[config.mk]
export PLATFORM = sky130hd
export DESIGN_NAME = lste_queue
export DESIGN_NICKNAME = d
export VERILOG_FILES = /design/src/design/lste_pkg.sv /design/src/design/lste_queue.sv
export SDC_FILE = /design/constraint.sdc
export NUM_CORES = 1
export LEC_CHECK = 0
export ABC_AREA = 0
export BUFFER_PORTS_ARGS = -buffer_cell sky130_fd_sc_hd__buf_2
export CAP_MARGIN = 20
export CORE_MARGIN = 4
export CORE_UTILIZATION = 50
export DETAILED_ROUTE_END_ITERATION = 8
export PLACE_DENSITY = 0.71
export SLEW_MARGIN = 40
export SYNTH_ARGS = -nofsm -noshare
export SYNTH_HDL_FRONTEND = slang
export SYNTH_SLANG_ARGS = --single-unit
[constraint.sdc]
create_clock -name clk -period 12.3 [get_ports clk]
set_input_delay 2.46 -clock clk [delete_from_list [all_inputs] [get_ports clk]]
set_output_delay 2.46 -clock clk [all_outputs]
set_load 0.01 [all_outputs]
[src/design/lste_pkg.sv]
package lste_pkg;

    // Fixed-point formats shared by the datapath.
    localparam int COORD_FRAC_BITS = 4;
    localparam int Q14_BITS = 14;
    localparam int PIX_SHIFT = COORD_FRAC_BITS + Q14_BITS;
    localparam int WAVE_W = 15;
    localparam int PIX_W = 17;
    localparam int PIX_HI = 32767;
    localparam int PIX_LO = -32768;

    // Defaults for the top-level parameters.
    localparam int SINE_TABLE_BITS_DEF = 10;
    localparam int QUEUE_DEPTH_DEF = 4;

    // Configuration port.
    localparam int CFG_INDEX_BITS = 3;
    localparam int CFG_DATA_BITS = 24;

    typedef enum logic [CFG_INDEX_BITS-1:0] {
        CFG_ZOOM       = 3'd0,
        CFG_CAMERA_X   = 3'd1,
        CFG_CAMERA_Y   = 3'd2,
        CFG_MONO       = 3'd3,
        CFG_ABERRATION = 3'd4
    } cfg_index_t;

    // BT.601 luma weights scaled by 65536, and the halo alpha.
    localparam logic [15:0] GREY_R = 16'd19595;
    localparam logic [15:0] GREY_G = 16'd38470;
    localparam logic [15:0] GREY_B = 16'd7471;
    localparam logic [7:0] HALO_ALPHA = 8'd100;

    // Quarter turn in Q30 radians, used to build the sine table.
    localparam logic [63:0] HALF_PI_Q30 = 64'd1686629713;
    localparam logic [63:0] ONE_Q14 = 64'd16384;

    typedef struct packed {
        logic [15:0]        zoom_factor;
        logic signed [23:0] camera_x;
        logic signed [23:0] camera_y;
        logic               monochrome_enable;
        logic [11:0]        aberration_offset;
    } cfg_t;

    localparam cfg_t CFG_RESET = '{
        zoom_factor:       16'd4096,
        camera_x:          24'sd0,
        camera_y:          24'sd0,
        monochrome_enable: 1'b0,
        aberration_offset: 12'd0
    };

    typedef struct packed {
        logic signed [15:0] seg_x1;
        logic signed [15:0] seg_y1;
        logic signed [15:0] seg_x2;
        logic signed [15:0] seg_y2;
        logic [15:0]        rotation_angle;
        logic [15:0]        shape_scale;
        logic signed [23:0] origin_x;
        logic signed [23:0] origin_y;
        logic [31:0]        color_rgba;
        logic               last_segment;
    } seg_item_t;

    typedef struct packed {
        logic signed [15:0] line_x1;
        logic signed [15:0] line_y1;
        logic signed [15:0] line_x2;
        logic signed [15:0] line_y2;
        logic [7:0]         draw_red;
        logic [7:0]         draw_green;
        logic [7:0]         draw_blue;
        logic [7:0]         draw_alpha;
        logic               run_last;
        logic               shape_last;
    } line_cmd_t;

    typedef struct packed {
        logic [7:0] red;
        logic [7:0] green;
        logic [7:0] blue;
        logic [7:0] alpha;
    } color_t;

    // One transformed segment: whole-pixel endpoints clamped to one below the
    // 16-bit range, so that a later +1 still saturates correctly. The x
    // coordinates come shifted left, centered and shifted right.
    typedef struct packed {
        logic signed [PIX_W-1:0] x1_l;
        logic signed [PIX_W-1:0] x1_c;
        logic signed [PIX_W-1:0] x1_r;
        logic signed [PIX_W-1:0] x2_l;
        logic signed [PIX_W-1:0] x2_c;
        logic signed [PIX_W-1:0] x2_r;
        logic signed [PIX_W-1:0] y1;
        logic signed [PIX_W-1:0] y2;
        color_t                  color;
        logic                    last_segment;
    } qent_t;

    typedef enum logic [1:0] {
        PH_FIRST,
        PH_SECOND,
        PH_THIRD
    } phase_t;

    // Quarter-wave sine entry k in Q1.14, from a Taylor series in Q30 rounded
    // half up. Evaluated at elaboration only.
    function automatic logic [WAVE_W-1:0] quarter_wave_value(input int unsigned k,
                                                             input int unsigned table_bits);
        logic [63:0]        x;
        logic [63:0]        x2;
        logic [63:0]        t;
        logic signed [63:0] sum;
        logic [63:0]        q;
        x = (64'(k) * HALF_PI_Q30) >> (table_bits - 2);
        x2 = (x * x) >> 30;
        t = x;
        sum = $signed(x);
        t = ((t * x2) >> 30) / 64'd6;
        sum = sum - $signed(t);
        t = ((t * x2) >> 30) / 64'd20;
        sum = sum + $signed(t);
        t = ((t * x2) >> 30) / 64'd42;
        sum = sum - $signed(t);
        t = ((t * x2) >> 30) / 64'd72;
        sum = sum + $signed(t);
        t = ((t * x2) >> 30) / 64'd110;
        sum = sum - $signed(t);
        t = ((t * x2) >> 30) / 64'd156;
        sum = sum + $signed(t);
        t = ((t * x2) >> 30) / 64'd210;
        sum = sum - $signed(t);
        t = ((t * x2) >> 30) / 64'd272;
        sum = sum + $signed(t);
        t = ((t * x2) >> 30) / 64'd342;
        sum = sum - $signed(t);
        if (sum < 0)
        begin
            sum = '0;
        end
        q = ($unsigned(sum) + 64'd32768) >> 16;
        if (q > ONE_Q14)
        begin
            q = ONE_Q14;
        end
        return q[WAVE_W-1:0];
    endfunction

endpackage

[src/design/lste_queue.sv]
module lste_queue #(
    parameter int DEPTH = lste_pkg::QUEUE_DEPTH_DEF
) (
    input  logic            clk,
    input  logic            rst_n,
    input  logic            push_valid,
    output logic            push_ready,
    input  lste_pkg::qent_t push_data,
    output logic            pop_valid,
    input  logic            pop_en,
    output lste_pkg::qent_t pop_data
);

    localparam int PTR_W = (DEPTH > 1) ? $clog2(DEPTH) : 1;
    localparam int CNT_W = $clog2(DEPTH + 1);

    lste_pkg::qent_t  mem [DEPTH];
    logic [PTR_W-1:0] wr_ptr_reg, wr_ptr_next;
    logic [PTR_W-1:0] rd_ptr_reg, rd_ptr_next;
    logic [CNT_W-1:0] count_reg, count_next;
    logic             do_push;
    logic             do_pop;

    assign push_ready = count_reg != CNT_W'(DEPTH);
    assign pop_valid = count_reg != '0;
    assign do_push = push_valid && push_ready;
    assign do_pop = pop_en && pop_valid;
    assign pop_data = mem[rd_ptr_reg];

    // Pointer wrap and fill count.
    always_comb
    begin
        wr_ptr_next = wr_ptr_reg;
        rd_ptr_next = rd_ptr_reg;
        count_next = count_reg;
        if (do_push)
        begin
            wr_ptr_next = (wr_ptr_reg == PTR_W'(DEPTH - 1)) ? '0 : wr_ptr_reg + 1'b1;
        end
        if (do_pop)
        begin
            rd_ptr_next = (rd_ptr_reg == PTR_W'(DEPTH - 1)) ? '0 : rd_ptr_reg + 1'b1;
        end
        if (do_push && !do_pop)
        begin
            count_next = count_reg + 1'b1;
        end
        else if (do_pop && !do_push)
        begin
            count_next = count_reg - 1'b1;
        end
    end

    always_ff @(posedge clk or negedge rst_n)
    begin
        if (!rst_n)
        begin
            wr_ptr_reg <= '0;
            rd_ptr_reg <= '0;
            count_reg <= '0;
        end
        else
        begin
            wr_ptr_reg <= wr_ptr_next;
            rd_ptr_reg <= rd_ptr_next;
            count_reg <= count_next;
        end
    end

    // Entry storage.
    always_ff @(posedge clk)
    begin
        if (do_push)
        begin
            mem[wr_ptr_reg] <= push_data;
        end
    end

endmodule

# --- Word level (Yosys, flattened, before mapping) ---
# Memory sizes are Yosys's and may differ from the RTL's.
# Index checks and enable logic that the tools add are counted.
word_totals:
  register_bits: 7
  ram_bits: 676
  out_inout_bits: 171
  word_cells: 25
  memories: 1
memory_table:
  columns: ["name", "depth", "width", "read_ports", "rd_ports_with_merged_regs", "write_ports", "line_no", "rtl"]
  rows:
  - ["mem", 4, 169, 1, 0, 1, "lste_queue.sv:17", "lste_pkg::qent_t mem [DEPTH];"]
classes:
  addsub: 4
  n_eq_ne: 3
  mux: 6
  reduce_logical: 8
ops:
  columns: ["operator", "n"]
  rows:
  - ["3-bit 2-to-1 mux", 2]
  - ["2-bit by 1-bit adder with 2-bit output, second input constant", 2]
  - ["2-bit equality test, second input constant", 2]
  - ["1-bit logical AND", 4]
  - ["2-bit 2-to-1 mux", 2]
  - ["3-bit by 1-bit adder with 3-bit output, second input constant", 1]
  - ["3-bit != test, second input constant", 1]
  - ["3-bit nonzero test", 1]
  - ["3-bit by 1-bit subtractor with 3-bit output, second input constant", 1]
  - ["1-bit logical NOT", 2]
  - ["1-bit 2-to-1 mux", 2]
  - ["2-bit nonzero test", 1]

# --- Logic depth before layout (Yosys ltp) ---
depth:
  word_depth: 6
  mapped_depth: 8

# --- Worst setup path before layout ---
# Ideal clock, no wire load.
synth_path:
  kind: "input -> register"
  start: "input port push_valid"
  end: "memory mem[0][0] (netlist bit), enable pin"
  setup_ns: 0.549
  arrival_ns: 6.717
  path_slack_ns: 5.034
  cell_stages: 2
  n_path_buf: 0
  path_cell_list: "a21boi_1 and2_1"
synth_between:
  elab_chain_cells: 3
synth_rtl:
  columns: ["item", "line_no", "rtl"]
  rows:
  - ["start: declaration", "lste_queue.sv:6", "input logic push_valid,"]
  - ["1-bit logical AND", "lste_queue.sv:26", "assign do_push = push_valid && push_ready;"]
  - ["1-bit 2-to-1 mux", "lste_queue.sv:73", "if (do_push)"]
  - ["1-bit 2-to-1 mux (implied by the code)", "lste_queue.sv:75", "mem[wr_ptr_reg] <= push_data;"]
  - ["end: declaration", "lste_queue.sv:17", null]
# Every way passes these cells.

==> impl_metrics.tcl <==
set metrics [dict create \
    timing.critical_path.to_type "output port" \
    finalSetupViolations 0 \
    top_layer_used "met5" \
    max_freq_mhz 173.2 \
    min_to "count_reg[2]" \
    port_buffers 343 \
    regToRegSetupSlack_ns 9.33 \
    area_growth_pct 18.77 \
    pwr_density_cell_mw_per_mm2 243.4 \
    yosys.cell_count.top_type "sky130_fd_sc_hd__edfxtp_1" \
    dr_wl_met2_um 23020 \
    largest_reg_flops 676 \
    cpMaxStageDelayCell "sky130_fd_sc_hd__dfrtp_4" \
    critical_path_peak_fanout 49 \
    maxSlewHeadroom_pct 47.19 \
    timing.reg2reg.worst_path_depth 5 \
    grt_setup_unrepaired "false" \
    mean_syn_cell_area_um2 26.94 \
    cts_hold_repair.buffers 0 \
    htree_levels 3 \
    fin_util_pct 60.13 \
    number_of_design_rule_violations_left_by_the_first_detailed_router_iteration 696 \
    grt_max_degree 65 \
    grt.overflow.total 0 \
    hp-class "reg2reg" \
    cts_inserted_buffers 68 \
    fp.dieW_um 230.6 \
    yosys.cell_types.count 17 \
    yosys-top-cells-count "sky130_fd_sc_hd__edfxtp_1 (676), sky130_fd_sc_hd__mux4_2 (169), sky130_fd_sc_hd__buf_2 (20)" \
    syn_area_mm2 0.02478 \
    place_hpwl_um 28630 \
    final-hold-violation-count 0 \
    grt_pass1_vias 11690 \
    synth.largest_area_cell "sky130_fd_sc_hd__edfxtp_1" \
    critical_path_class "reg2out" \
    detailroute.wirelength.met3_um 3809 \
    drt_first_pass_iters 5 \
    core.rowCount 81 \
    run_status "completed" \
    detailroute.via_count 11070 \
    clk_pin_slew_ns 0.06 \
    synth-seq-cells 683 \
    critical_path.most_common_cell "sky130_fd_sc_hd__buf_6" \
    layout-drive-gt1-share_pct 46.48 \
    grtUsageTotal_pct 18.05 \
    slew_viol_final 0 \
    rr_startpoint "count_reg[1]" \
    coreArea_mm2 0.04895 \
    postPlaceCellArea_mm2 0.02729 \
    drt_drc_violations_left 0 \
    syn-instance-count 920 \
    floorplan.die.height_um 230.6 \
    fin_crit_ns 5.774 \
    power.ir.vdd_worst_uv 215.5 \
    drt-vias-per-instance 5.439 \
    cts.path.max_buffers 3 \
    fillerInstances 3409 \
    design_area_mm2 0.02943 \
    met1_layer_wirelength_in_the_final_routing_um 19010 \
    power.static_leakage_nw 9.949 \
    gp_congestion 0.7544 \
    antenna_found_initial 9 \
    post_detailed_routing_wire_length_um 47180 \
    timing.critical_path.slowest_cell_delay_ns 0.71 \
    min-delay-start "count_reg[2]" \
    post_synth_main_area_contributors "sky130_fd_sc_hd__edfxtp_1 (82%), sky130_fd_sc_hd__mux4_2 (15%), sky130_fd_sc_hd__dfrtp_1 (0.71%), sky130_fd_sc_hd__buf_6 (0.50%), sky130_fd_sc_hd__buf_2 (0.40%)" \
    start_util_pct 50.62 \
    grt_first_pass_wirelength_um 72530 \
    slew_at_the_pin_with_the_worst_max_slew_slack_ns 0.7921 \
    design.die.area_mm2 0.05319 \
    synthesis.nets 1100 \
    clock_tree.root_cell "sky130_fd_sc_hd__clkbuf_16" \
    synth-edff-count 676 \
    clock_tree_from_tritoncts "done" \
    synth_warnings 0 \
    timing.critical_path.max_delay_family "buffers and inverters" \
    finalNetCount 1492 \
    timing.hold.worst_path_depth 1 \
    total_power_w 0.007163 \
    critical_path_rt_ns 9.84 \
    crit_arrival_ns 3.31 \
    crit_path_start_kind "flop" \
    cts.sink_count 683 \
    synth_async_sr_flop_share_pct 1.025 \
    cap_viol_max_count 0 \
    timing.critical_path.buf_inv 3 \
    timing.critical_path.cells "buf_6 > buf_6 > mux4_2 > buf_2" \
    post_cts_buffers 0 \
    synth_largest_type_area_fraction_pct 81.91 \
    clock_insertion_delay_at_the_later_pin_of_the_skew_report_ns 0.59 \
    wire_per_inst_um 23.19 \
    seq_area_frac_synth_pct 82.62 \
    post_cts_sizing 0 \
    rr_endpoint "mem[3][87]" \
    synth-main-ff-cell "sky130_fd_sc_hd__edfxtp_1" \
    io-pin-count 344 \
    min_period_over_period_pct 46.94 \
    setup_total_negative_slack_ns 0 \
    worst_clock_skew_ns 0.02091 \
    detail-route-antenna-nets 0 \
]
==> final cells by class <==
class                   instances  area (µm²)  area share, %
diodes                          9       22.52        0.07652
clock buffers                  88        1819          6.181
clock inverters                32       275.3         0.9353
inverters                       3       11.26        0.03826
multi-input cells             196        4055          13.78
flip-flops and latches        683       20480          69.59
well taps                     664       830.8          2.823
repair buffers                360        1936          6.577
==> through the flow <==
stage / hold slack, ns / setup slack, ns / std cells
5_1_grt: 0.5636 / 6.167 / 2029
3_3_place_gp: 0.4945 / 6.153 / 1902
3_5_place_dp: 0.5120 / 6.995 / 1905
4_1_cts: 0.5273 / 6.341 / 2025
6_report: 0.5224 / 6.526 / 2035
2_1_floorplan: 0.4751 / 5.034 / 920
==> kinds of logic after synthesis <==
| family | share of synthesized area, % |
|---|---|
| DFF | 82.62 |
| buffers and inverters | 1.055 |
| AOI/OAI and AO/OA | 0.03031 |
| adders and majority gates | 0.3837 |
| xor gates and xnor gates | 0.1060 |
| muxes | 15.59 |
| and+or+nand+nor | 0.2171 |
==> worst max-delay path by stage <==
| stage | from | to | slack [ns] | depth (start not counted) |
|---|---|---|---|---|
| floorplan | push_valid | mem[0][0] | 5.03 | 2 |
| global placement | rd_ptr_reg[0] | pop_data[53] | 6.15 | 4 |
| detailed placement | rd_ptr_reg[0] | pop_data[40] | 6.99 | 4 |
| CTS | rd_ptr_reg[0] | pop_data[40] | 6.34 | 4 |
| global route | rd_ptr_reg[0] | pop_data[103] | 6.17 | 4 |
| finish | rd_ptr_reg[0] | pop_data[40] | 6.53 | 4 |
==> routing by layer <==
metal	up-vias	global-route usage (%)
li1	4804	-
met1	5805	24.64
met2	358	28.18
met3	93	5.898
met4	8	5.751
met5	-	0
==> cells in the final DEF, fill, tap and decap left out <==
cell type                    count
sky130_fd_sc_hd__or3_1           1
sky130_fd_sc_hd__mux2_2          5
sky130_fd_sc_hd__xor2_1          2
sky130_fd_sc_hd__dfrtp_4         2
sky130_fd_sc_hd__clkbuf_1       18
sky130_fd_sc_hd__clkbuf_16      70
sky130_fd_sc_hd__clkinv_8        3
sky130_fd_sc_hd__clkinv_4        2
sky130_fd_sc_hd__bufinv_16       3
sky130_fd_sc_hd__diode_2         9
sky130_fd_sc_hd__fa_1            1
sky130_fd_sc_hd__buf_6          11
sky130_fd_sc_hd__clkinv_1        9
sky130_fd_sc_hd__buf_2         343
sky130_fd_sc_hd__clkinvlp_4      1
sky130_fd_sc_hd__ha_1            6
sky130_fd_sc_hd__buf_12          4
sky130_fd_sc_hd__buf_4           2
sky130_fd_sc_hd__nor2_1          4
sky130_fd_sc_hd__clkinv_2       12
sky130_fd_sc_hd__xnor2_1         1
sky130_fd_sc_hd__edfxtp_1      676
sky130_fd_sc_hd__nand2_1         2
sky130_fd_sc_hd__dfrtp_1         5
sky130_fd_sc_hd__a21boi_1        1
sky130_fd_sc_hd__inv_6           2
sky130_fd_sc_hd__inv_1           3
sky130_fd_sc_hd__and2_4          4
sky130_fd_sc_hd__mux4_2        169
==> report_power, final <==
part | internal, W | switching (W)
Clock | 0.00111 | 0.000820
Combinational | 0.000911 | 0.00110
Sequential | 0.00307 | 0.000150
(Power assumes the default switching activity.)
