===== src/design/lste_pkg.sv =====
package lste_pkg;

    // Fixed-point formats shared by the datapath.
    localparam int COORD_FRAC_BITS = 4;
    localparam int Q14_BITS = 14;
    localparam int PIX_SHIFT = COORD_FRAC_BITS + Q14_BITS;
    localparam int WAVE_W = 15;
    localparam int PIX_W = 17;
    localparam int PIX_HI = 32767;
    localparam int PIX_LO = -32768;

    // Defaults for the top-level parameters.
    localparam int SINE_TABLE_BITS_DEF = 10;
    localparam int QUEUE_DEPTH_DEF = 4;

    // Configuration port.
    localparam int CFG_INDEX_BITS = 3;
    localparam int CFG_DATA_BITS = 24;

    typedef enum logic [CFG_INDEX_BITS-1:0] {
        CFG_ZOOM       = 3'd0,
        CFG_CAMERA_X   = 3'd1,
        CFG_CAMERA_Y   = 3'd2,
        CFG_MONO       = 3'd3,
        CFG_ABERRATION = 3'd4
    } cfg_index_t;

    // BT.601 luma weights scaled by 65536, and the halo alpha.
    localparam logic [15:0] GREY_R = 16'd19595;
    localparam logic [15:0] GREY_G = 16'd38470;
    localparam logic [15:0] GREY_B = 16'd7471;
    localparam logic [7:0] HALO_ALPHA = 8'd100;

    // Quarter turn in Q30 radians, used to build the sine table.
    localparam logic [63:0] HALF_PI_Q30 = 64'd1686629713;
    localparam logic [63:0] ONE_Q14 = 64'd16384;

    typedef struct packed {
        logic [15:0]        zoom_factor;
        logic signed [23:0] camera_x;
        logic signed [23:0] camera_y;
        logic               monochrome_enable;
        logic [11:0]        aberration_offset;
    } cfg_t;

    localparam cfg_t CFG_RESET = '{
        zoom_factor:       16'd4096,
        camera_x:          24'sd0,
        camera_y:          24'sd0,
        monochrome_enable: 1'b0,
        aberration_offset: 12'd0
    };

    typedef struct packed {
        logic signed [15:0] seg_x1;
        logic signed [15:0] seg_y1;
        logic signed [15:0] seg_x2;
        logic signed [15:0] seg_y2;
        logic [15:0]        rotation_angle;
        logic [15:0]        shape_scale;
        logic signed [23:0] origin_x;
        logic signed [23:0] origin_y;
        logic [31:0]        color_rgba;
        logic               last_segment;
    } seg_item_t;

    typedef struct packed {
        logic signed [15:0] line_x1;
        logic signed [15:0] line_y1;
        logic signed [15:0] line_x2;
        logic signed [15:0] line_y2;
        logic [7:0]         draw_red;
        logic [7:0]         draw_green;
        logic [7:0]         draw_blue;
        logic [7:0]         draw_alpha;
        logic               run_last;
        logic               shape_last;
    } line_cmd_t;

    typedef struct packed {
        logic [7:0] red;
        logic [7:0] green;
        logic [7:0] blue;
        logic [7:0] alpha;
    } color_t;

    // One transformed segment: whole-pixel endpoints clamped to one below the
    // 16-bit range, so that a later +1 still saturates correctly. The x
    // coordinates come shifted left, centered and shifted right.
    typedef struct packed {
        logic signed [PIX_W-1:0] x1_l;
        logic signed [PIX_W-1:0] x1_c;
        logic signed [PIX_W-1:0] x1_r;
        logic signed [PIX_W-1:0] x2_l;
        logic signed [PIX_W-1:0] x2_c;
        logic signed [PIX_W-1:0] x2_r;
        logic signed [PIX_W-1:0] y1;
        logic signed [PIX_W-1:0] y2;
        color_t                  color;
        logic                    last_segment;
    } qent_t;

    typedef enum logic [1:0] {
        PH_FIRST,
        PH_SECOND,
        PH_THIRD
    } phase_t;

    // Quarter-wave sine entry k in Q1.14, from a Taylor series in Q30 rounded
    // half up. Evaluated at elaboration only.
    function automatic logic [WAVE_W-1:0] quarter_wave_value(input int unsigned k,
                                                             input int unsigned table_bits);
        logic [63:0]        x;
        logic [63:0]        x2;
        logic [63:0]        t;
        logic signed [63:0] sum;
        logic [63:0]        q;
        x = (64'(k) * HALF_PI_Q30) >> (table_bits - 2);
        x2 = (x * x) >> 30;
        t = x;
        sum = $signed(x);
        t = ((t * x2) >> 30) / 64'd6;
        sum = sum - $signed(t);
        t = ((t * x2) >> 30) / 64'd20;
        sum = sum + $signed(t);
        t = ((t * x2) >> 30) / 64'd42;
        sum = sum - $signed(t);
        t = ((t * x2) >> 30) / 64'd72;
        sum = sum + $signed(t);
        t = ((t * x2) >> 30) / 64'd110;
        sum = sum - $signed(t);
        t = ((t * x2) >> 30) / 64'd156;
        sum = sum + $signed(t);
        t = ((t * x2) >> 30) / 64'd210;
        sum = sum - $signed(t);
        t = ((t * x2) >> 30) / 64'd272;
        sum = sum + $signed(t);
        t = ((t * x2) >> 30) / 64'd342;
        sum = sum - $signed(t);
        if (sum < 0)
        begin
            sum = '0;
        end
        q = ($unsigned(sum) + 64'd32768) >> 16;
        if (q > ONE_Q14)
        begin
            q = ONE_Q14;
        end
        return q[WAVE_W-1:0];
    endfunction

endpackage


===== src/design/lste_back.sv =====
module lste_back (
    input  logic                clk,
    input  logic                rst_n,
    input  lste_pkg::cfg_t      cfg,
    input  logic                ent_valid,
    output logic                ent_pop,
    input  lste_pkg::qent_t     ent,
    output logic                line_valid,
    input  logic                line_ready,
    output lste_pkg::line_cmd_t line
);

    localparam int PW = lste_pkg::PIX_W;

    // Optional +1, then saturation to 16 bits.
    function automatic logic signed [15:0] sat_pix(input logic signed [PW-1:0] v,
                                                   input logic inc);
        logic signed [PW-1:0] s;
        s = v + $signed({{(PW-1){1'b0}}, inc});
        if (s > PW'(lste_pkg::PIX_HI))
        begin
            return 16'(lste_pkg::PIX_HI);
        end
        else if (s < PW'(lste_pkg::PIX_LO))
        begin
            return 16'(lste_pkg::PIX_LO);
        end
        return s[15:0];
    endfunction

    lste_pkg::phase_t    phase_reg, phase_next;
    logic                line_valid_reg;
    lste_pkg::line_cmd_t line_reg, line_next;
    logic                b_adv;
    logic                load;
    logic                aberr;

    assign b_adv = !line_valid_reg || line_ready;
    assign load = b_adv && ent_valid;
    assign ent_pop = load && (phase_reg == lste_pkg::PH_THIRD);
    assign aberr = cfg.aberration_offset != '0;

    // Phase sequencing: three commands per queue entry.
    always_comb
    begin
        phase_next = phase_reg;
        if (load)
        begin
            unique case (phase_reg)
                lste_pkg::PH_FIRST:  phase_next = lste_pkg::PH_SECOND;
                lste_pkg::PH_SECOND: phase_next = lste_pkg::PH_THIRD;
                lste_pkg::PH_THIRD:  phase_next = lste_pkg::PH_FIRST;
                default:             phase_next = lste_pkg::PH_FIRST;
            endcase
        end
    end

    // Command for the current phase.
    logic signed [PW-1:0] x1_raw, x2_raw;
    logic                 inc_x, inc_y;
    logic                 run_last, shape_last;
    lste_pkg::color_t     color, halo;

    always_comb
    begin
        halo.red = {1'b0, ent.color.red[7:1]};
        halo.green = {1'b0, ent.color.green[7:1]};
        halo.blue = {1'b0, ent.color.blue[7:1]};
        halo.alpha = lste_pkg::HALO_ALPHA;
        x1_raw = ent.x1_c;
        x2_raw = ent.x2_c;
        inc_x = 1'b0;
        inc_y = 1'b0;
        color = ent.color;
        run_last = 1'b0;
        shape_last = 1'b0;
        unique case (phase_reg)
            lste_pkg::PH_FIRST:
            begin
                if (aberr)
                begin
                    x1_raw = ent.x1_l;
                    x2_raw = ent.x2_l;
                    color.green = '0;
                    color.blue = '0;
                end
            end
            lste_pkg::PH_SECOND:
            begin
                if (aberr)
                begin
                    color.red = '0;
                    color.blue = '0;
                end
                else
                begin
                    inc_x = 1'b1;
                    color = halo;
                end
            end
            lste_pkg::PH_THIRD:
            begin
                run_last = 1'b1;
                shape_last = ent.last_segment;
                if (aberr)
                begin
                    x1_raw = ent.x1_r;
                    x2_raw = ent.x2_r;
                    color.red = '0;
                    color.green = '0;
                end
                else
                begin
                    inc_y = 1'b1;
                    color = halo;
                end
            end
            default:
            begin
                run_last = 1'b0;
            end
        endcase
        line_next.line_x1 = sat_pix(x1_raw, inc_x);
        line_next.line_y1 = sat_pix(ent.y1, inc_y);
        line_next.line_x2 = sat_pix(x2_raw, inc_x);
        line_next.line_y2 = sat_pix(ent.y2, inc_y);
        line_next.draw_red = color.red;
        line_next.draw_green = color.green;
        line_next.draw_blue = color.blue;
        line_next.draw_alpha = color.alpha;
        line_next.run_last = run_last;
        line_next.shape_last = shape_last;
    end

    always_ff @(posedge clk or negedge rst_n)
    begin
        if (!rst_n)
        begin
            phase_reg <= lste_pkg::PH_FIRST;
            line_valid_reg <= 1'b0;
        end
        else
        begin
            phase_reg <= phase_next;
            if (b_adv)
            begin
                line_valid_reg <= ent_valid;
            end
        end
    end

    // Output register.
    always_ff @(posedge clk)
    begin
        if (load)
        begin
            line_reg <= line_next;
        end
    end

    assign line_valid = line_valid_reg;
    assign line = line_reg;

endmodule


===== config.mk =====
export PLATFORM = sky130hd
export DESIGN_NAME = lste_back
export DESIGN_NICKNAME = d
export VERILOG_FILES = /design/src/design/lste_pkg.sv /design/src/design/lste_back.sv
export SDC_FILE = /design/constraint.sdc
export NUM_CORES = 1
export LEC_CHECK = 0
export ABC_AREA = 1
export BUFFER_PORTS_ARGS = -buffer_cell sky130_fd_sc_hd__buf_4
export CORE_AREA = 4 4 134 136
export DETAILED_ROUTE_END_ITERATION = 16
export DIE_AREA = 0 0 138 140
export PLACE_DENSITY = 0.71
export SLEW_MARGIN = 20
export SYNTH_ARGS = -nofsm -noshare
export SYNTH_HDL_FRONTEND = slang
export SYNTH_SLANG_ARGS = --single-unit

===== constraint.sdc =====
create_clock -name clk -period 7.7 [get_ports clk]
set_input_delay 1.54 -clock clk [delete_from_list [all_inputs] [get_ports clk]]
set_output_delay 1.54 -clock clk [all_outputs]
set_load 0.01 [all_outputs]

* Word level (Yosys, flattened, before mapping)
Cells that the tools add are included.
** Storage, ports and cells
- Word-level logic and storage cells :: 73
- Bits in registers :: 101
- Input bits :: 250
** Cells by class
- Mux-type cells :: 41
- Eq/ne operators :: 2
- Reduce and logical (&&, ||, !) cells :: 6
- $lt $le $gt $ge :: 8
- Add/sub/neg operators :: 4
** Operators by type and width (number)
- $mux W16 :: 14
- $add A17 B2 Y17 :: 4
- $gt A17 B16 Y1 const B :: 4
- $lt A17 B16 Y1 const B :: 4
- $mux W17 :: 4
- $pmux W17 S2 :: 2
- $pmux W16 S3 :: 1
- $pmux W8 S2 :: 2
- $mux W8 :: 2
- $mux W15 :: 1
- $mux W7 :: 2
- $mux W1 :: 12
- $reduce_bool A12 Y1 :: 1
- $pmux W2 S2 :: 1
- $eq A2 B1 Y1 const B :: 1
- $eq A2 B2 Y1 const B :: 1
- $logic_and A1 B1 Y1 :: 2
- $logic_not A2 Y1 :: 1
- $logic_not A1 Y1 :: 1
- $logic_or A1 B1 Y1 :: 1

* Longest topological paths before layout
Gate-level depths: netlist of the first run.
- Depth after elaboration :: 8
- Depth in mapped cells :: 23

* Worst setup path after synthesis of the first run
OpenSTA, ideal clock, no wires.
- Kind :: input to register
- Start :: input cfg[11] (netlist bit)
- End :: register line_reg, in the netlist line[47] (data pin)
- Data required time :: 7.556 ns
- Buffers on the path :: 4
- Setup slack :: 3.242 ns
- Arrival time :: 4.313 ns
- Library setup time :: 0.144 ns
- Cell stages on the path :: 21
- Path through :: nor2_1 -> nand2_1 -> nor2_4 -> nand2_4 -> buf_8 -> buf_12 -> buf_8 -> nor2_1 -> ha_1 -> ha_1 -> nand3_1 -> nor2_1 -> nand4_1 -> nor3_2 -> nand3_1 -> nor2_1 -> nand3_1 -> xor2_1 -> nand2_1 -> buf_4 -> o21ai_1
** RTL lines
- start: declaration :: line lste_back.sv:4 : input lste_pkg::cfg_t cfg,
- end signal: assignment :: line lste_back.sv:157 : line_reg <= line_next;
- end: declaration :: line lste_back.sv:33 : lste_pkg::line_cmd_t line_reg, line_next;

==> results.sh, run 1 <==
export IMPL_status="finished clean"
export IMPL_clkSinkCount=101
export IMPL_slew_headroom=0.247
export IMPL_rsz0062_at_grt="false"
export IMPL_crit_type="input port to register"
export IMPL_tightestPinTransition_ps=1130
export IMPL_cts_htree_levels=3
export IMPL_p_int_mw=1.61
export IMPL_rows=48
export IMPL_preCtsSetupSlack_ps=2310
export IMPL_syn_num_nets=983
export IMPL_antenna_left=0
export IMPL_grt_max_degree=87
export IMPL_cts_buffer_depth=2
export IMPL_async_reset_ff_frac=0.0297
export IMPL_dominantRegCellSynth="edfxtp_1"
export IMPL_p_clk_frac=0.166
export IMPL_diodes=0
export IMPL_start_util=0.387
export IMPL_fin_ws_ps=2660
export IMPL_clock_latency_ps=340
export IMPL_drv_cap=0
export IMPL_synth_top_area_cell="edfxtp_1"
export IMPL_synth_edf_count=98
export IMPL_avgSynthCellArea_um2=9.09
export IMPL_largest_reg_flops=98
export IMPL_antenna_found_initial=0
export IMPL_finClkSkew_ps=8.61
export IMPL_powerDensity_mw_per_mm2=304
export IMPL_drt_first_pass_iters=5
export IMPL_p_seq_frac=0.311
export IMPL_yosys_warnings=0
export IMPL_cts_root_buf="clkbuf_16"
export IMPL_dpl_hpwl_mm=14.5
export IMPL_min_path_type="register to register"
export IMPL_synth_seq_area_share=0.461
export IMPL_post_drt_wl_per_cell_um=15.0
export IMPL_crit_arrival_ps=5230
export IMPL_die_width_um=138
export IMPL_final_nets=1254
export IMPL_cp_start_kind="input port"
export IMPL_area_growth_pct=38.1
export IMPL_cts_tree="yes"
export IMPL_dpl_cell_area_mm2=0.00875
export IMPL_drc=0
export IMPL_synth_commonest_cells="nand2_1, edfxtp_1, nand3_1"
export IMPL_cts_resized=0
export IMPL_synth_area_mm2=0.00655
export IMPL_syn_inst=721
export IMPL_fmax_mhz=199
export IMPL_synth_most_common_cell="nand2_1"
export IMPL_clk_pin_slew_worst_paths_ps=70
export IMPL_track_usage=0.182
export IMPL_p_leak_nw=4.19
export IMPL_grt_pass1_vias=5621
export IMPL_cp_required_ps=7890
export IMPL_core_area_mm2=0.0169
export IMPL_cts_setup_buffers=0
export IMPL_finalCritPeriodShare=0.654
export IMPL_timing_setup_tns_ps=0
export IMPL_peakVddDrop_v=0.000170
export IMPL_port_buffers=284
export IMPL_endpoint_kind="register"
export IMPL_finalWeightedCongestion=0.865
export IMPL_final_cell_area_mm2=0.00905
export IMPL_fin_crit_ps=5040
export IMPL_synth_top_cell_area_share=0.449
export IMPL_power_mw=2.75
export IMPL_yosysUniqueCellTypes=42
export IMPL_hold_buffers=0
export IMPL_drt_initial_drc_count=284
export IMPL_yosys_top_cells_area="edfxtp_1, nand2_1, nand3_1"
export IMPL_ios=350
export IMPL_finalSetupViolCount=0
export IMPL_synth_seq_cells=101
export IMPL_grt_pass1_wl_mm=28.6
export IMPL_overflow=0
export IMPL_die_h_um=140
export IMPL_finalHoldViolations=0
export IMPL_p_comb_frac=0.523
export IMPL_wirelength_mm=18.3
export IMPL_cts_buffers=9
export IMPL_critPathMaxFanout=65
export IMPL_avgViaCountPerCell=4.77
export IMPL_vias=5825
export IMPL_p_switching_mw=1.14
export IMPL_sw_frac_of_total=0.415
export IMPL_dieArea_mm2=0.0193
export IMPL_slew_viol_final=0
export IMPL_drive_gt1_frac=0.406
## layout by cell type, fill, tap and decap left out, types with 2 or more instances in the layout
master	synthesis	routed
nand3_2	22	22
edfxtp_1	98	98
nor2_4	4	4
nor3_1	4	4
nand4_1	3	3
o21ai_2	7	7
a21oi_1	10	10
nand2_2	36	36
nor2_2	16	16
xor2_1	33	33
nand2_4	4	4
nand2_1	145	145
xnor2_1	21	21
inv_2	4	4
o21ai_1	4	4
nor2_1	51	51
o22ai_1	14	14
nand4_2	2	2
clkbuf_16	0	9
dfrtp_1	3	3
clkinv_1	0	2
nand3_1	86	86
nor3_2	2	2
o21ai_0	22	22
o32ai_1	6	6
inv_1	76	75
buf_4	6	287
ha_1	12	12
## power groups by stage
stage                     Combinational (mW)  Clock [mW]  Sequential [mW]
after detailed placement                1.45           0            0.867
after global routing                    1.59       0.499            0.870
after global placement                  1.44           0            0.863
after CTS                               1.46       0.470            0.856
final                                   1.44       0.456            0.854
after floorplan                        0.925           0            0.935
## final timing paths
path                              start  depth (start not counted)            to  slack (ps)
max reg2reg                phase_reg[0]                         16      line[45]        4110
min in group asynchronous         rst_n                          1  phase_reg[0]         980
min reg2reg                phase_reg[1]                          2  phase_reg[1]         560
max                             cfg[11]                         18      line[45]        2660
min                        phase_reg[1]                          2  phase_reg[1]         560
max in group asynchronous         rst_n                          1  phase_reg[1]        6610
## kinds of logic after synthesis
logic type / count (synthesis) / synth area share
flops: 101 / 0.461
fa+ha+maj: 12 / 0.0229
compound gates: 67 / 0.0634
buf+inv: 107 / 0.0823
xor+xnor: 55 / 0.0747
simple gates: 379 / 0.296
## metrics by stage
stage               hold WS (ps)   util  instances
finish                       557  0.534       1222
CTS                          560  0.534       1222
global placement             526  0.517       1206
detailed placement           544  0.517       1206
floorplan                    503      -        721
global route                 614  0.534       1222
## critical path: stages
cell and delay (ps):
buf_4 110, nor2_1 110, nand2_1 100, nor2_4 130, nand2_4 380, nor2_1 330, ha_1 240, ha_1 200
nand3_1 120, nor2_1 120, nand4_1 140, nor3_2 200, nand3_1 150, nor2_1 150, nand3_1 100, xor2_1 340
nand2_1 480, a21oi_1 260
## final cells by class
type                       instances  area, um2
clock inverter                     7       73.8
multi-input combinational        513       3000
timing repair buffer             287       2150
tap                              225        282
clock buffer                       9        225
fill                            1610       7890
sequential                       101       3020
inverter                          80        303
## per-layer routing
metal,part of all wire,track usage
met2,0.50,0.319
met3,0.078,0.0457
met1,0.41,0.226
met5,0,0
met4,0.018,0.0473
No activity file was read; power rests on OpenSTA's default activity.
==> run 2, diff against run 1 <==
Settings changed: ABC_AREA 1 to 0, CORE_AREA 4 4 134 136 to 4 4 135 137, DIE_AREA 0 0 138 140 to 0 0 139 141, PLACE_DENSITY 0.71 to 0.7.
Clock period 7.7 ns to 5.3 ns, I/O delays scaled along.
==> run 2 against run 1 <==
Clock power rose by 66%; via count rose by 6.3%; worst hold slack got worse by 64 ps; routed wire length rose by 18%; synthesized area fell by 1.5%; synthesized cell count fell by 13%; critical path type unchanged.
==> results.sh, run 2 <==
export IMPL_antenna_found_initial=0
export IMPL_final_nets=1169
export IMPL_synth_top_cell_area_share=0.456
export IMPL_ios=350
export IMPL_avgViaCountPerCell=5.45
export IMPL_yosys_top_cells_area="edfxtp_1, a22o_1, xnor2_1"
export IMPL_path_cells="buf_4, or4_1, nor3_2, and2_1, ha_1, nand2_1, or4_1, a32oi_1, or4b_1, buf_4, and4_4, nor4_4, buf_4, o21ai_0"
export IMPL_track_usage=0.210
export IMPL_synth_commonest_cells="edfxtp_1, nand2_1, o21ai_0"
export IMPL_vias=6194
export IMPL_status="finished clean"
export IMPL_nFillCells=1544
export IMPL_diodes=0
export IMPL_synth_most_common_cell="edfxtp_1"
export IMPL_overflow=0
export IMPL_crit_arrival_ps=4920
export IMPL_layout_common_cells="buf_4, edfxtp_1, nand2_1, o21ai_0, a22o_1"
export IMPL_yosysUniqueCellTypes=56
export IMPL_final_common_cell="buf_4"
export IMPL_grt_max_degree=72
export IMPL_crit_type="input port to register"
export IMPL_endpoint_kind="register"
export IMPL_finalSetupViolCount=0
export IMPL_final_cell_area_mm2=0.00928
export IMPL_hold_buffers=0
export IMPL_synth_xor_area_share=0.0760
export IMPL_cts_setup_buffers=0
export IMPL_finalCritPeriodShare=0.915
export IMPL_cts_buffers=9
export IMPL_drv_cap=0
export IMPL_fin_crit_ps=4850
export IMPL_async_reset_ff_frac=0.0297
export IMPL_area_growth_pct=43.9
export IMPL_tightestPinTransition_ps=881
export IMPL_largest_reg_flops=98
export IMPL_finalWeightedCongestion=0.930
export IMPL_cp_start_kind="input port"
export IMPL_synth_area_mm2=0.00645
export IMPL_cts_root_buf="clkbuf_16"
export IMPL_critPathMaxFanout=10
export IMPL_clk_pin_slew_worst_paths_ps=80
export IMPL_slew_headroom=0.413
export IMPL_drt_first_pass_iters=5
export IMPL_syn_num_nets=887
export IMPL_finClkSkew_ps=11.1
export IMPL_layout_cells_non_filler=1137
export IMPL_wirelength_mm=21.6
export IMPL_die_width_um=139
export IMPL_cpMostUsedCell="buf_4"
export IMPL_holdWs_ps=493
export IMPL_grt_pass1_wl_mm=32.8
export IMPL_cts_htree_levels=3
export IMPL_rows=48
export IMPL_synth_edf_count=98
export IMPL_grt_pass1_vias=6035
export IMPL_clkSinkCount=101
export IMPL_drive_gt1_frac=0.376
export IMPL_drt_initial_drc_count=389
export IMPL_start_util=0.378
export IMPL_yosys_warnings=0
export IMPL_die_h_um=141
export IMPL_synth_seq_cells=101
export IMPL_cp_top_family="simple AND/OR/NAND/NOR gates"
export IMPL_syn_inst=625
export IMPL_slew_viol_final=0
export IMPL_clock_latency_ps=340
export IMPL_avgSynthCellArea_um2=10.3
export IMPL_rsz0062_at_grt="false"
export IMPL_synth_top_area_cell="edfxtp_1"
export IMPL_dominantRegCellSynth="edfxtp_1"
export IMPL_post_place_cells=1121
export IMPL_core_area_mm2=0.0171
export IMPL_drc=0
export IMPL_port_buffers=284
export IMPL_dpl_hpwl_mm=17.0
export IMPL_synth_top_family_by_area="compound AO/OA/AOI/OAI gates"
export IMPL_finalHoldViolations=0
export IMPL_cp_required_ps=5360
export IMPL_max_stage_delay_ps=630
export IMPL_synth_adder_area_share=0.0233
export IMPL_timing_setup_tns_ps=0
export IMPL_p_leak_nw=3.78
export IMPL_peakVddDrop_v=0.000216
export IMPL_cts_tree="yes"
export IMPL_synth_seq_area_share=0.468
export IMPL_synth_compound_area_frac=0.231
export IMPL_worst_path_buf_inv=3
export IMPL_cts_resized=0
export IMPL_synthSimpleGateAreaFrac=0.161
export IMPL_dieArea_mm2=0.0196
export IMPL_worst_path_max_delay_cell="or4_1"
export IMPL_dpl_cell_area_mm2=0.00894
export IMPL_fmax_mhz=206
export IMPL_cts_buffer_depth=2
export IMPL_synth_mux_area_frac=0
export IMPL_min_path_type="input port to async pin"
export IMPL_post_drt_wl_per_cell_um=19.0
export IMPL_powerDensity_mw_per_mm2=414
export IMPL_antenna_left=0
## run 2: cell types whose count changed after synthesis, sizes merged, moves of 21 or more
cell,previous run,this run
clkbuf,3,24
a22o,0,41
nand2,185,51
nand3,108,19
o21ai,33,55
inv,80,22
nor2,71,20
## run 2: worst paths after layout
kind                              startpoint      endpoint  slack (ps)  cells after the start
worst max register to register  phase_reg[0]      line[52]         930                     16
max in group asynchronous              rst_n    line_valid        4700                      1
min in group clk                  line_valid    line_valid         540                      2
worst min register to register    line_valid    line_valid         540                      2
worst max-delay path                 cfg[10]      line[52]         450                     14
worst min-delay path                   rst_n  phase_reg[1]         490                      1
## run 2: cell type report
cell class,count,area (um2),share of cell area
clock buffer,11,233,0.0251
clock inverter,5,108,0.0116
inverter,22,85.1,0.00917
multi-input combinational,460,3210,0.346
sequential,101,3020,0.325
tap,225,282,0.0303
timing repair buffer,313,2350,0.253
## run 2: cell families (layout without fill, tap and decap cells)
| family | Yosys count | in the layout |
|---|---|---|
| AO/OA/AOI/OAI | 210 | 210 |
| AND/OR/NAND/NOR | 182 | 182 |
| buffers and inverters | 64 | 351 |
| XOR/XNOR | 56 | 56 |
| flip-flops | 101 | 101 |
| adder cells (fa/ha/maj) | 12 | 12 |
## run 2: stage by stage
step,util,worst slack (ps),power [mW]
3_3_place_gp,0.524,-66.0,3.07
5_1_grt,0.544,230,4.10
2_1_floorplan,-,23.8,2.37
3_5_place_dp,0.524,81.6,3.11
6_report,0.544,448,3.84
4_1_cts,0.544,430,3.87
## run 2: routing by layer
| layer | part of all wire | vias to the layer above | GRT usage |
|---|---|---|---|
| met5 | 0 | - | 0 |
| met4 | 0.017 | 0 | 0.0556 |
| met3 | 0.079 | 21 | 0.0478 |
| met2 | 0.49 | 267 | 0.365 |
| met1 | 0.42 | 2903 | 0.264 |
| li1 | - | 3003 | - |
## run 2: power by group
group          switching [mW]  total (mW)  internal [mW]  leakage, nW
clock                   0.294       0.759          0.465        0.164
sequential             0.0486        1.20           1.15        0.972
combinational            1.07        1.89          0.816         2.64
total                    1.42        3.84           2.43         3.78
